`src/rlbb_pkg.sv`:
```
// ----------------------------------------------------------------------------
// rlbb_pkg
// Shared constants and types for the row lookahead box blur.
// ----------------------------------------------------------------------------
package rlbb_pkg;
	localparam int WINDOW_DEF      = 50;
	localparam int SAMPLE_BITS_DEF = 8;
	localparam int LANE_BITS       = 8;

	typedef struct packed {
		logic [LANE_BITS-1:0] r;
		logic [LANE_BITS-1:0] g;
		logic [LANE_BITS-1:0] b;
	} pix_t;
endpackage

```
`src/rlbb_if.sv`:
```
// ----------------------------------------------------------------------------
// rlbb_in_if / rlbb_out_if
// Valid/ready channels for input pixels and blurred results.
// ----------------------------------------------------------------------------
interface rlbb_in_if;
	logic       valid;
	logic       ready;
	logic [7:0] red_in;
	logic [7:0] green_in;
	logic [7:0] blue_in;
	logic       row_end;
	modport source (output valid, red_in, green_in, blue_in, row_end, input ready);
	modport sink   (input valid, red_in, green_in, blue_in, row_end, output ready);
endinterface

interface rlbb_out_if;
	logic       valid;
	logic       ready;
	logic [7:0] red_out;
	logic [7:0] green_out;
	logic [7:0] blue_out;
	logic       row_last;
	logic       run_last;
	modport source (output valid, red_out, green_out, blue_out, row_last, run_last,
		input ready);
	modport sink   (input valid, red_out, green_out, blue_out, row_last, run_last,
		output ready);
endinterface

```
`src/rlbb_cell.sv`:
```
// ----------------------------------------------------------------------------
// rlbb_cell
// One slot of the pixel chain: holds a pixel, shifts it toward the head.
// ----------------------------------------------------------------------------
module rlbb_cell (
	input  logic           clk,
	input  logic           ld,
	input  logic           shift,
	input  rlbb_pkg::pix_t ld_pix,
	input  rlbb_pkg::pix_t nxt_pix,
	output rlbb_pkg::pix_t pix
);
	rlbb_pkg::pix_t pix_q;

	always_ff @(posedge clk) begin
		if (shift) begin
			pix_q <= ld ? ld_pix : nxt_pix;
		end else if (ld) begin
			pix_q <= ld_pix;
		end
	end

	assign pix = pix_q;
endmodule

```
`src/rlbb_div.sv`:
```
// ----------------------------------------------------------------------------
// rlbb_div
// Restoring divider: one quotient bit a cycle, sample by a variable divisor.
// ----------------------------------------------------------------------------
module rlbb_div #(
	parameter int SB = rlbb_pkg::SAMPLE_BITS_DEF,
	parameter int DB = 8
) (
	input  logic          clk,
	input  logic          arst_n,
	input  logic          start,
	input  logic [SB-1:0] num,
	input  logic [DB-1:0] den,
	output logic          done,
	output logic [SB-1:0] quo
);
	localparam int CB = $clog2(SB + 1);

	logic [SB-1:0] n_q;
	logic [SB-1:0] q_q;
	logic [DB:0]   rem_q;
	logic [DB-1:0] d_q;
	logic [CB-1:0] cnt_q;
	logic          busy_q;
	logic [DB:0]   trial;

	assign trial = {rem_q[DB-1:0], n_q[SB-1]};

	always_ff @(posedge clk or negedge arst_n) begin
		if (!arst_n) begin
			busy_q <= 1'b0;
			cnt_q  <= '0;
		end else if (start) begin
			busy_q <= 1'b1;
			cnt_q  <= CB'(SB);
		end else if (busy_q) begin
			cnt_q <= cnt_q - 1'b1;
			if (cnt_q == CB'(1)) begin
				busy_q <= 1'b0;
			end
		end
	end

	always_ff @(posedge clk) begin
		if (start) begin
			n_q   <= num;
			d_q   <= den;
			rem_q <= '0;
			q_q   <= '0;
		end else if (busy_q) begin
			n_q <= n_q << 1;
			if (trial >= {1'b0, d_q}) begin
				rem_q <= trial - {1'b0, d_q};
				q_q   <= SB'({q_q, 1'b1});
			end else begin
				rem_q <= trial;
				q_q   <= SB'({q_q, 1'b0});
			end
		end
	end

	assign done = busy_q && cnt_q == CB'(1);
	assign quo  = (trial >= {1'b0, d_q}) ? SB'({q_q, 1'b1}) : SB'({q_q, 1'b0});
endmodule

```
`src/row_lookahead_box_blur.sv`:
```
// ----------------------------------------------------------------------------
// row_lookahead_box_blur
// Forward-looking horizontal box blur over a row-ordered RGB pixel stream.
// ----------------------------------------------------------------------------
// Usage:
//   px (sink) takes one pixel a beat with a row_end flag; res (source) gives
//   blurred pixels oldest first. A pixel is stored in a chain of WINDOW cells;
//   the head of the chain is the oldest pending pixel. Once WINDOW pixels of a
//   row are pending the oldest is blurred; a row end flushes the whole chain.
//   Pixels that complete no result are taken back to back.
//   Each result sums N-1 neighbor terms; each term is one of three divisions
//   by 2N through one shared bit-serial divider. Each result is started by a
//   beat or by the previous flush result. Pixels are taken only while no
//   result is being computed. Results wait in an output register; a stalled
//   receiver holds it, and the block stops once the next result is ready.
//   Reset empties the chain and the output register; cells need no clearing.
// ----------------------------------------------------------------------------
module row_lookahead_box_blur #(
	parameter int WINDOW      = rlbb_pkg::WINDOW_DEF,
	parameter int SAMPLE_BITS = rlbb_pkg::SAMPLE_BITS_DEF
) (
	input logic        clk,
	input logic        arst_n,
	rlbb_in_if.sink    px,
	rlbb_out_if.source res
);
	localparam int IB = $clog2(WINDOW + 1);
	localparam int DB = IB + 1;
	localparam int SB = SAMPLE_BITS;
	localparam int AB = SB + 1;

	typedef enum logic [2:0] {ST_IDLE, ST_SELF, ST_DIV, ST_WAIT, ST_NEXT, ST_OUT}
		state_t;

	state_t         state_q;
	logic [IB-1:0]  cnt_q;
	logic [IB-1:0]  nb_q;
	logic [IB-1:0]  n_q;
	logic [1:0]     ch_q;
	logic           flush_q;
	logic [AB-1:0]  acc_q [3];

	logic                          ov_q;
	logic [rlbb_pkg::LANE_BITS-1:0] red_q;
	logic [rlbb_pkg::LANE_BITS-1:0] green_q;
	logic [rlbb_pkg::LANE_BITS-1:0] blue_q;
	logic                          row_last_q;
	logic                          run_last_q;
	logic                          row_fin;
	logic                          run_fin;

	rlbb_pkg::pix_t pix [WINDOW];
	rlbb_pkg::pix_t ld_pix;
	logic           shift;
	logic           out_ld;

	assign ld_pix.r = rlbb_pkg::LANE_BITS'(px.red_in[SB-1:0]);
	assign ld_pix.g = rlbb_pkg::LANE_BITS'(px.green_in[SB-1:0]);
	assign ld_pix.b = rlbb_pkg::LANE_BITS'(px.blue_in[SB-1:0]);

	logic acc_in;
	assign px.ready = state_q == ST_IDLE;
	assign acc_in   = px.valid && px.ready;

	genvar gi;
	generate
		for (gi = 0; gi < WINDOW; gi++) begin : g_cell
			rlbb_cell u_cell (
				.clk     (clk),
				.ld      (acc_in && cnt_q == IB'(gi)),
				.shift   (shift),
				.ld_pix  (ld_pix),
				.nxt_pix ((gi == WINDOW - 1) ? pix[gi] : pix[(gi + 1) % WINDOW]),
				.pix     (pix[gi])
			);
		end
	endgenerate

	rlbb_pkg::pix_t nb_pix;
	logic [SB-1:0]  div_num;
	logic           div_start;
	logic           div_done;
	logic [SB-1:0]  div_quo;

	assign nb_pix = pix[nb_q[$clog2(WINDOW)-1:0]];

	always_comb begin
		case (ch_q)
			2'd0:    div_num = nb_pix.r[SB-1:0];
			2'd1:    div_num = nb_pix.g[SB-1:0];
			default: div_num = nb_pix.b[SB-1:0];
		endcase
	end

	assign div_start = state_q == ST_DIV;

	rlbb_div #(.SB(SB), .DB(DB)) u_div (
		.clk    (clk),
		.arst_n (arst_n),
		.start  (div_start),
		.num    (div_num),
		.den    ({n_q, 1'b0}),
		.done   (div_done),
		.quo    (div_quo)
	);

	assign row_fin = flush_q && cnt_q == IB'(1);
	assign run_fin = !flush_q || cnt_q == IB'(1);
	assign out_ld  = state_q == ST_OUT && (!ov_q || res.ready);
	assign shift   = out_ld;

	always_ff @(posedge clk or negedge arst_n) begin
		if (!arst_n) begin
			state_q <= ST_IDLE;
			cnt_q   <= '0;
			flush_q <= 1'b0;
		end else begin
			case (state_q)
				ST_IDLE: begin
					if (acc_in) begin
						flush_q <= px.row_end;
						if (px.row_end) begin
							cnt_q   <= cnt_q + 1'b1;
							state_q <= ST_SELF;
						end else if (cnt_q == IB'(WINDOW - 1)) begin
							cnt_q   <= cnt_q + 1'b1;
							state_q <= ST_SELF;
						end else begin
							cnt_q <= cnt_q + 1'b1;
						end
					end
				end
				ST_SELF: begin
					state_q <= (n_q == IB'(1)) ? ST_OUT : ST_DIV;
				end
				ST_DIV:  state_q <= ST_WAIT;
				ST_WAIT: begin
					if (div_done) begin
						state_q <= ST_NEXT;
					end
				end
				ST_NEXT: begin
					if (ch_q == 2'd2 && nb_q == n_q - 1'b1) begin
						state_q <= ST_OUT;
					end else begin
						state_q <= ST_DIV;
					end
				end
				ST_OUT: begin
					if (out_ld) begin
						cnt_q <= cnt_q - 1'b1;
						if (flush_q && cnt_q != IB'(1)) begin
							state_q <= ST_SELF;
						end else begin
							state_q <= ST_IDLE;
						end
					end
				end
				default: state_q <= ST_IDLE;
			endcase
		end
	end

	always_ff @(posedge clk) begin
		case (state_q)
			ST_SELF: begin
				acc_q[0] <= AB'(pix[0].r[SB-1:0] >> 1);
				acc_q[1] <= AB'(pix[0].g[SB-1:0] >> 1);
				acc_q[2] <= AB'(pix[0].b[SB-1:0] >> 1);
				nb_q     <= IB'(1);
				ch_q     <= 2'd0;
			end
			ST_WAIT: begin
				if (div_done) begin
					acc_q[ch_q] <= acc_q[ch_q] + AB'(div_quo);
				end
			end
			ST_NEXT: begin
				if (ch_q == 2'd2) begin
					ch_q <= 2'd0;
					nb_q <= nb_q + 1'b1;
				end else begin
					ch_q <= ch_q + 1'b1;
				end
			end
			default: ;
		endcase
	end

	always_comb begin
		if (state_q == ST_IDLE) begin
			n_q = '0;
		end else begin
			n_q = (cnt_q < IB'(WINDOW)) ? cnt_q : IB'(WINDOW);
		end
	end

	always_ff @(posedge clk or negedge arst_n) begin
		if (!arst_n) begin
			ov_q <= 1'b0;
		end else if (out_ld) begin
			ov_q <= 1'b1;
		end else if (res.ready) begin
			ov_q <= 1'b0;
		end
	end

	always_ff @(posedge clk) begin
		if (out_ld) begin
			red_q      <= rlbb_pkg::LANE_BITS'(acc_q[0]);
			green_q    <= rlbb_pkg::LANE_BITS'(acc_q[1]);
			blue_q     <= rlbb_pkg::LANE_BITS'(acc_q[2]);
			row_last_q <= row_fin;
			run_last_q <= run_fin;
		end
	end

	assign res.valid     = ov_q;
	assign res.red_out   = red_q;
	assign res.green_out = green_q;
	assign res.blue_out  = blue_q;
	assign res.row_last  = row_last_q;
	assign res.run_last  = run_last_q;

	a_hold_stall: assert property (@(posedge clk) disable iff (!arst_n)
		res.valid && !res.ready |=> res.valid && $stable({res.red_out, res.green_out,
		res.blue_out, res.row_last, res.run_last})) else $error("result dropped on stall");
	a_count_bound: assert property (@(posedge clk) disable iff (!arst_n)
		cnt_q <= IB'(WINDOW)) else $error("chain overfull");
	a_row_last_run: assert property (@(posedge clk) disable iff (!arst_n)
		res.valid && res.row_last |-> res.run_last) else $error("row_last without run_last");
	a_idle_after: assert property (@(posedge clk) disable iff (!arst_n)
		out_ld && run_fin |=> state_q == ST_IDLE)
		else $error("did not return to idle");
endmodule
```
`src/flat_wrapper.sv`:
```
// flat-port wrapper written by rule: the top's interface ports become plain ports
module row_lookahead_box_blur_flat 
#(
	parameter int WINDOW      = rlbb_pkg::WINDOW_DEF,
	parameter int SAMPLE_BITS = rlbb_pkg::SAMPLE_BITS_DEF
)
  (clk, arst_n, px_valid, px_red_in, px_green_in, px_blue_in, px_row_end, px_ready, res_valid, res_red_out, res_green_out, res_blue_out, res_row_last, res_run_last, res_ready);
  rlbb_in_if px_i ();
  rlbb_out_if res_i ();
  input logic clk;
  input logic arst_n;
  input wire logic [$bits(px_i.valid)-1:0] px_valid;
  input wire logic [$bits(px_i.red_in)-1:0] px_red_in;
  input wire logic [$bits(px_i.green_in)-1:0] px_green_in;
  input wire logic [$bits(px_i.blue_in)-1:0] px_blue_in;
  input wire logic [$bits(px_i.row_end)-1:0] px_row_end;
  output wire logic [$bits(px_i.ready)-1:0] px_ready;
  output wire logic [$bits(res_i.valid)-1:0] res_valid;
  output wire logic [$bits(res_i.red_out)-1:0] res_red_out;
  output wire logic [$bits(res_i.green_out)-1:0] res_green_out;
  output wire logic [$bits(res_i.blue_out)-1:0] res_blue_out;
  output wire logic [$bits(res_i.row_last)-1:0] res_row_last;
  output wire logic [$bits(res_i.run_last)-1:0] res_run_last;
  input wire logic [$bits(res_i.ready)-1:0] res_ready;
  assign px_i.valid = px_valid;
  assign px_i.red_in = px_red_in;
  assign px_i.green_in = px_green_in;
  assign px_i.blue_in = px_blue_in;
  assign px_i.row_end = px_row_end;
  assign px_ready = px_i.ready;
  assign res_valid = res_i.valid;
  assign res_red_out = res_i.red_out;
  assign res_green_out = res_i.green_out;
  assign res_blue_out = res_i.blue_out;
  assign res_row_last = res_i.row_last;
  assign res_run_last = res_i.run_last;
  assign res_i.ready = res_ready;
  row_lookahead_box_blur #(.WINDOW(WINDOW), .SAMPLE_BITS(SAMPLE_BITS)) u_core (.clk(clk), .arst_n(arst_n), .px(px_i), .res(res_i));
endmodule
```
`config.mk`:
```
export PLATFORM = sky130hd
export DESIGN_NAME = row_lookahead_box_blur_flat
export DESIGN_NICKNAME = d
export VERILOG_FILES = /design/src/rlbb_pkg.sv /design/src/rlbb_if.sv /design/src/rlbb_cell.sv /design/src/rlbb_div.sv /design/src/row_lookahead_box_blur.sv /design/src/flat_wrapper.sv
export SDC_FILE = /design/constraint.sdc
export NUM_CORES = 2
export LEC_CHECK = 0
export ABC_AREA = 1
export BUFFER_PORTS_ARGS = -buffer_cell sky130_fd_sc_hd__buf_2
export CORE_UTILIZATION = 41
export CTS_CLUSTER_DIAMETER = 150
export DETAILED_ROUTE_END_ITERATION = 10
export GPL_TIMING_DRIVEN = 0
export HOLD_SLACK_MARGIN = 0.05
export MAX_ROUTING_LAYER = met4
export PLACE_DENSITY_LB_ADDON = 0.2
export SLEW_MARGIN = 20
export SYNTH_ARGS = -nofsm -noshare
export SYNTH_HDL_FRONTEND = slang
export SYNTH_SLANG_ARGS = --single-unit
```
`constraint.sdc`:
```
create_clock -name clk -period 7.37 [get_ports clk]
set_input_delay 0.737 -clock clk [delete_from_list [all_inputs] [get_ports clk]]
set_output_delay 0.737 -clock clk [all_outputs]
set_load 0.005 [all_outputs]
```
# [Word level (Yosys, flattened, before mapping)]
# Memories as Yosys holds them, arrays and structs flattened. A register that Yosys moved wholly into a read port is not among the register bits.
# Cells that the tools add are included.
[word_totals] reg_bits=1254 ram_bits=27 inputBits=29 output_inout_bits=28 wordCells=552 mem_count=1
[memory_table] memory="u_core.acc_q" depth=3 word_bits=9 rd=4 rd_clocked_by_memory_dff=4 write_ports=3 line="row_lookahead_box_blur.sv:41" source="logic [AB-1:0] acc_q [3];"
[op_classes] add_sub_neg=8 n_lt_le_gt_ge=3 n_eq_ne=65 muxes=189 bitwise_logic=1 reduce_logical=121
[op_table] cell="$mux 24" n=149
[op_table] cell="$bmux 24 s6" n=1
[op_table] cell="$eq 6x6->1 const B" n=18
[op_table] cell="$reduce_bool 2->1" n=53
[op_table] cell="$eq 6x5->1 const B" n=16
[op_table] cell="$logic_and 1x1->1" n=56
[op_table] cell="$eq 6x4->1 const B" n=8
[op_table] cell="$mux 6" n=5
[op_table] cell="$eq 6x3->1 const B" n=4
[op_table] cell="$pmux 6 s2" n=2
[op_table] cell="$mux 3" n=7
[op_table] cell="$pmux 3 s6" n=1
[op_table] cell="$mux 8" n=2
[op_table] cell="$pmux 8 s2" n=1
[op_table] cell="$mux 1" n=13
[op_table] cell="$add 6x1->6 const B" n=2
[op_table] cell="$eq 6x1->1 const B" n=2
[op_table] cell="$eq 6x2->1 const B" n=2
[op_table] cell="$sub 6x1->6 const B" n=2
[op_table] cell="$add 9x8->9" n=1
[op_table] cell="$mux 9" n=1
[op_table] cell="$reduce_or 9->1" n=1
[op_table] cell="$ge 8x7->1" n=1
[op_table] cell="$mux 4" n=2
[op_table] cell="28 further kinds" n=37

# [Depth between registers and ports, before layout]
[depth] ltp_word=8 depth_mapped=18 ltp_nobuf=18

# [Modules after synthesis]
# From an unflattened synthesis, not the netlist that was laid out.
[unflattened] hier_cells=8693 hier_area_um2=75464.9
[by_module_without_submodules] module="rlbb_cell" instances=50 cells_each=106 area_per_inst_um2=1153.6 seq_area_each_um2=720.7
[by_module_without_submodules] module="row_lookahead_box_blur" instances=1 cells_each=3187 area_per_inst_um2=16077.9 seq_area_each_um2=2297.2
[by_module_without_submodules] module="rlbb_div" instances=1 cells_each=206 area_per_inst_um2=1706.6 seq_area_each_um2=855.8

# [Worst setup path before layout]
# Ideal clock, no wire load.
[synth_timing] path_type="register -> register" from="register u_core.state_q[2]" to="register u_core.g_cell[48].u_cell.pix_q (netlist bit u_core.g_cell[48].u_cell.pix[0]), enable pin" setup_time_ps=473 arrival_ps=3506 t_required_ps=6897 slack_ps=3391 path_stages_with_launch=6 n_path_buf=0 period_less_slack_ps=3979 path_cell_list="dfrtp_1 -> inv_2 -> nand2_1 -> nor2_1 -> nand2_1 -> o41ai_1"
[synth_between] elab_chain_cells=4 word_cells_on_any_way=6 classes_between="1 x eq/ne; 5 x reduce/logical"
[synth_lines] item="from (decl)" line="row_lookahead_box_blur.sv:35" source="state_t state_q;"
[synth_lines] item="from (signal assigned)" line="row_lookahead_box_blur.sv:134" source="state_q <= (n_q == IB'(1)) ? ST_OUT : ST_DIV;"
[synth_lines] item="$logic_not 3->1" line="row_lookahead_box_blur.sv:62" source="assign px.ready = state_q == ST_IDLE;"
[synth_lines] item="net px_ready" line="flat_wrapper.sv:17" source="output wire logic [$bits(px_i.ready)-1:0] px_ready;"
[synth_lines] item="$logic_and 1x1->1" line="row_lookahead_box_blur.sv:63" source="assign acc_in = px.valid && px.ready;"
[synth_lines] item="$logic_and 1x1->1" line="row_lookahead_box_blur.sv:70" source=".ld (acc_in && cnt_q == IB'(gi)),"
[synth_lines] item="$reduce_bool 2->1 (no line)"
[synth_lines] item="to (signal assigned)" line="rlbb_cell.sv:17" source="pix_q <= ld ? ld_pix : nxt_pix;"
[synth_lines] item="to (signal assigned)" line="rlbb_cell.sv:19" source="pix_q <= ld_pix;"
[synth_lines] item="to (decl)" line="rlbb_cell.sv:13" source="rlbb_pkg::pix_t pix_q;"
# The timed path passes the listed nets, and every way through them passes these cells.
# A chain may end at the register's enable or synchronous reset.

# [Worst setup path after layout]
[layout_timing] from="register u_core.nb_q[0]" to="register u_core.u_div.n_q[4], data pin"
[layout_between] elab_chain_cells=6
[layout_lines] item="from (decl)" line="row_lookahead_box_blur.sv:37" source="logic [IB-1:0] nb_q;"
[layout_lines] item="from (signal assigned)" line="row_lookahead_box_blur.sv:181" source="nb_q <= nb_q + 1'b1;"
[layout_lines] item="$not 6->7 (implied by the code)" line="row_lookahead_box_blur.sv:85" source="assign nb_pix = pix[nb_q[$clog2(WINDOW)-1:0]];"
[layout_lines] item="$bmux 24 s6" line="row_lookahead_box_blur.sv:85"
[layout_lines] item="$mux 24 (implied by the code) (2 in series)" line="row_lookahead_box_blur.sv:85"
[layout_lines] item="$pmux 8 s2" line="row_lookahead_box_blur.sv:88" source="case (ch_q)"
[layout_lines] item="$mux 8" line="rlbb_div.sv:45" source="if (start) begin"
[layout_lines] item="to (signal assigned)" line="rlbb_div.sv:46" source="n_q <= num;"
[layout_lines] item="to (signal assigned)" line="rlbb_div.sv:51" source="n_q <= n_q << 1;"
[layout_lines] item="to (decl)" line="rlbb_div.sv:19" source="logic [SB-1:0] n_q;"
# No other way between the ends. The select of a mux whose other input is x is not followed.

==> flow_metrics.env <==
export IMPL_cts_inserted_buffers=154
export IMPL_peakVddDrop_v=0.000270
export IMPL_core_area_mm2=0.156
export IMPL_wl_per_cell_um=37.4
export IMPL_largest_net_degree_at_the_start_of_global_routing=36
export IMPL_routed_vias_inst=6.18
export IMPL_route_vias_total=59600
export IMPL_required_ps=8040
export IMPL_clk_insertion_delay_late_ps=840
export IMPL_synth_sequential_area_ratio_pct=60.5
export IMPL_cp_arrival_ps=5110
export IMPL_clock_sink_count=1312
export IMPL_maxCapViolCount=0
export IMPL_timing_worst_setup_path_type="flop to flop"
export IMPL_finalWorstSetupSlack_ps=2940
export IMPL_first_global_vias=53400
export IMPL_placedInstanceArea_mm2=0.0688
export IMPL_static_leakage_power_uw=0.0304
export IMPL_timing_critical_path_fanout_max=10
export IMPL_powerDensity_mw_per_mm2=353
export IMPL_htreeDepth=4
export IMPL_remaining_drc_errors=0
export IMPL_yosys_register_bits=1312
export IMPL_final_max_slew_violation_count=0
export IMPL_dpl_worst_slack_ps=3240
export IMPL_cts_buffer_depth=3
export IMPL_path_type_of_the_worst_min_delay_path="input port to flop"
export IMPL_fp_dieH_um=399
export IMPL_drtPass1Iterations=6
export IMPL_final_period_utilization_pct=60.2
export IMPL_cts_repair_resize_count=0
export IMPL_syn_area_mm2=0.0647
export IMPL_worst_setup_path_end_kind="flop"
export IMPL_floorplan_die_area_mm2=0.159
export IMPL_synthesis_yosys_warnings=0
export IMPL_post_synth_main_area_contributors="sky130_fd_sc_hd__edfxtp_1, sky130_fd_sc_hd__nand2_1, sky130_fd_sc_hd__o21ai_0"
export IMPL_detailed_place_hpwl_um=264000
export IMPL_status="finished, final reports clean"
export IMPL_start_kind="flop"
export IMPL_ys_dominant_reg_cell="sky130_fd_sc_hd__edfxtp_1"
export IMPL_core_rowCount=145
export IMPL_setup_violations_final=0
export IMPL_finalWeightedCongestion=1.07
export IMPL_timing_slew_headroom_pct=14.1
export IMPL_cts_tree="done"
export IMPL_gr_util_all_layers_pct=46.1
export IMPL_antenna_violations_before_repair=54
export IMPL_clkSlewWorstSetupHoldPaths_ps=60
export IMPL_synth_net_count=7208
export IMPL_antenna_violating_nets_post_route=0
export IMPL_net_total_in_the_final_layout=7470
export IMPL_netlist_top_cell_by_area="sky130_fd_sc_hd__edfxtp_1"
export IMPL_synth_lib_cells_used_distinct=44
export IMPL_finalWorstPathRequiredPeriod_ps=4430
export IMPL_final_count_of_hold_timing_violations=0
export IMPL_syn2layout_area_growth_pct=13.7
export IMPL_grt_setup_unrepaired="false"
export IMPL_timing_setup_tns_ps=0
export IMPL_fp_dieW_um=399
export IMPL_final_area_mm2=0.0736
export IMPL_clock_root_cell="sky130_fd_sc_hd__clkbuf_16"
export IMPL_synth_edf_count=1280
export IMPL_grt_pass1_wl_um=474000
export IMPL_postSynth_asyncResetShare_pct=1.22
export IMPL_postSynthAreaPerCell_um2=9.05
export IMPL_synth_top_cell_area_share_pct=59.4
export IMPL_worst_pin_slew_ps=1290
export IMPL_max_freq_mhz=226
export IMPL_drt_iter0_drc=10900
export IMPL_buffer_ports_inserted=56
export IMPL_mapped_cells=7154
export IMPL_grt_remaining_overflow=0
export IMPL_skew_ps=31.0
export IMPL_initial_core_utilization_pct=41.4
export IMPL_floorplan_io_pins=57
export IMPL_drive_above_1_share_pct=9.55
export IMPL_wire_length_after_detailed_routing_um=361000
[registers in the layout, summed over array words and instances, names as in the netlist, 2 cells and up, named ones only]
| register | flops |
|---|---|
| u_core.g_cell.u_cell.pix | 1200 |
| u_core.acc_q | 32 |
| res_blue_out | 8 |
| res_green_out | 8 |
| res_red_out | 8 |
| u_core.u_div.n_q | 8 |
| u_core.u_div.q_q | 7 |
| u_core.u_div.rem_q | 7 |
| u_core.cnt_q | 6 |
| u_core.nb_q | 6 |
| u_core.u_div.d_q | 6 |
| u_core.u_div.cnt_q | 4 |
| u_core.state_q | 3 |
| u_core.ch_q | 2 |
[cell usage after synthesis, types with 8 or more instances]
| cell type | n |
|---|---|
| sky130_fd_sc_hd__o211ai_1 | 205 |
| sky130_fd_sc_hd__o22ai_1 | 17 |
| sky130_fd_sc_hd__nor2_1 | 221 |
| sky130_fd_sc_hd__nor3_1 | 9 |
| sky130_fd_sc_hd__edfxtp_1 | 1280 |
| sky130_fd_sc_hd__dfxtp_1 | 16 |
| sky130_fd_sc_hd__nand4_1 | 8 |
| sky130_fd_sc_hd__dfrtp_1 | 16 |
| sky130_fd_sc_hd__buf_2 | 292 |
| sky130_fd_sc_hd__xor2_1 | 16 |
| sky130_fd_sc_hd__buf_6 | 8 |
| sky130_fd_sc_hd__o21ai_1 | 12 |
| sky130_fd_sc_hd__clkbuf_1 | 170 |
| sky130_fd_sc_hd__nand3_1 | 325 |
| sky130_fd_sc_hd__inv_2 | 11 |
| sky130_fd_sc_hd__nand2_1 | 2568 |
| sky130_fd_sc_hd__buf_4 | 24 |
| sky130_fd_sc_hd__a21oi_1 | 169 |
| sky130_fd_sc_hd__buf_1 | 16 |
| sky130_fd_sc_hd__o21ai_0 | 896 |
| sky130_fd_sc_hd__inv_1 | 793 |
| sky130_fd_sc_hd__ha_1 | 23 |
[cell usage in the layout (no fill, tap or decap), types with 17 or more instances in the layout]
master,n
sky130_fd_sc_hd__clkinv_1,41
sky130_fd_sc_hd__inv_1,793
sky130_fd_sc_hd__diode_2,67
sky130_fd_sc_hd__buf_12,26
sky130_fd_sc_hd__o22ai_1,17
sky130_fd_sc_hd__nand2_1,2520
sky130_fd_sc_hd__edfxtp_1,1280
sky130_fd_sc_hd__nand2_2,48
sky130_fd_sc_hd__clkbuf_2,24
sky130_fd_sc_hd__clkinv_2,18
sky130_fd_sc_hd__ha_1,23
sky130_fd_sc_hd__o21ai_0,895
sky130_fd_sc_hd__buf_4,28
sky130_fd_sc_hd__buf_2,353
sky130_fd_sc_hd__clkbuf_16,160
sky130_fd_sc_hd__nand3_1,325
sky130_fd_sc_hd__a21oi_1,169
sky130_fd_sc_hd__o211ai_1,205
sky130_fd_sc_hd__nor2_1,221
sky130_fd_sc_hd__clkbuf_1,194
[worst max-delay path, stage by stage (launching register included)]
cell,delay (ps)
sky130_fd_sc_hd__edfxtp_1,350
sky130_fd_sc_hd__buf_2,460
sky130_fd_sc_hd__buf_2,280
sky130_fd_sc_hd__buf_2,600
sky130_fd_sc_hd__buf_2,580
sky130_fd_sc_hd__nand2_1,100
sky130_fd_sc_hd__a21oi_1,620
sky130_fd_sc_hd__nor2_1,280
sky130_fd_sc_hd__nand2_1,170
sky130_fd_sc_hd__nand2_1,350
sky130_fd_sc_hd__nand2_1,170
sky130_fd_sc_hd__nand3_1,90
sky130_fd_sc_hd__nand2_1,70
sky130_fd_sc_hd__nor2_1,50
sky130_fd_sc_hd__nor2_1,80
[per-layer routing]
| layer | track usage, % | part of all wire [%] |
|---|---|---|
| met4 | 32.1 | 8.4 |
| met5 | - | 0 |
| met2 | 63.0 | 41 |
| met1 | 57.9 | 36 |
| met3 | 14.1 | 14 |
[report_power, final]
group / switching [µW] / internal (µW)
logic: 6970 / 1750
clock network: 3370 / 4170
registers: 356 / 9350
total: 10700 / 15300
[layout make-up]
class,count,area (µm²)
clock buffer,203,4170
buffer,515,2480
timing repair buffer,106,1280
sequential,1312,39200
tap,2058,2570
clock inverter,69,499
multi-input combinational,4521,20300
antenna,67,168
inverter,806,3030
fill,15300,82800
[path summary, 6_finish.rpt]
| path | endpoint | slack (ps) | cells after the start | startpoint |
|---|---|---|---|---|
| min | u_core.g_cell[49].u_cell.pix[18]$_DFFE_PP_ | 100 | 1 | px_red_in[2] |
| max in group asynchronous | u_core.flush_q$_DFFE_PN0P_ | 6730 | 2 | arst_n |
| max reg2reg | u_core.u_div.n_q[4]$_DFFE_PP_ | 2940 | 14 | u_core.nb_q[0]$_SDFFCE_PN1P_ |
| max | u_core.u_div.n_q[4]$_DFFE_PP_ | 2940 | 14 | u_core.nb_q[0]$_SDFFCE_PN1P_ |
| min in group asynchronous | u_core.cnt_q[2]$_DFFE_PN0P_ | 370 | 2 | arst_n |
| min reg2reg | res_red_out[5]$_DFFE_PP_ | 480 | 0 | u_core.acc_q[0][5]$_DFFE_PP_ |
[what timing repair did]
item,CTS,global route
endpoints found under the hold margin,16,0
buffers inserted,0,0
hold buffers,1,0
[kinds of logic after synthesis]
logic type / count (synthesis) / share of synthesized area [%]
and+or+nand+nor: 3152 / 19.1
DFF: 1312 / 60.5
AOI/OAI and AO/OA: 1321 / 11.1
adders and majority gates: 25 / 0.506
xor gates and xnor gates: 23 / 0.311
buffers and inverters: 1321 / 8.47
[through the flow]
stage,instances,hold slack (ps),util (%),power (µW)
2_1_floorplan,7154,421,-,13600
3_5_place_dp,9317,464,44.0,18000
4_1_cts,9590,87.5,47.0,25400
5_1_grt,9632,102,47.0,26300
3_3_place_gp,9268,456,43.2,17800
6_report,9657,98.1,47.1,26000
Note: power is estimated with default switching activity, not from simulation.
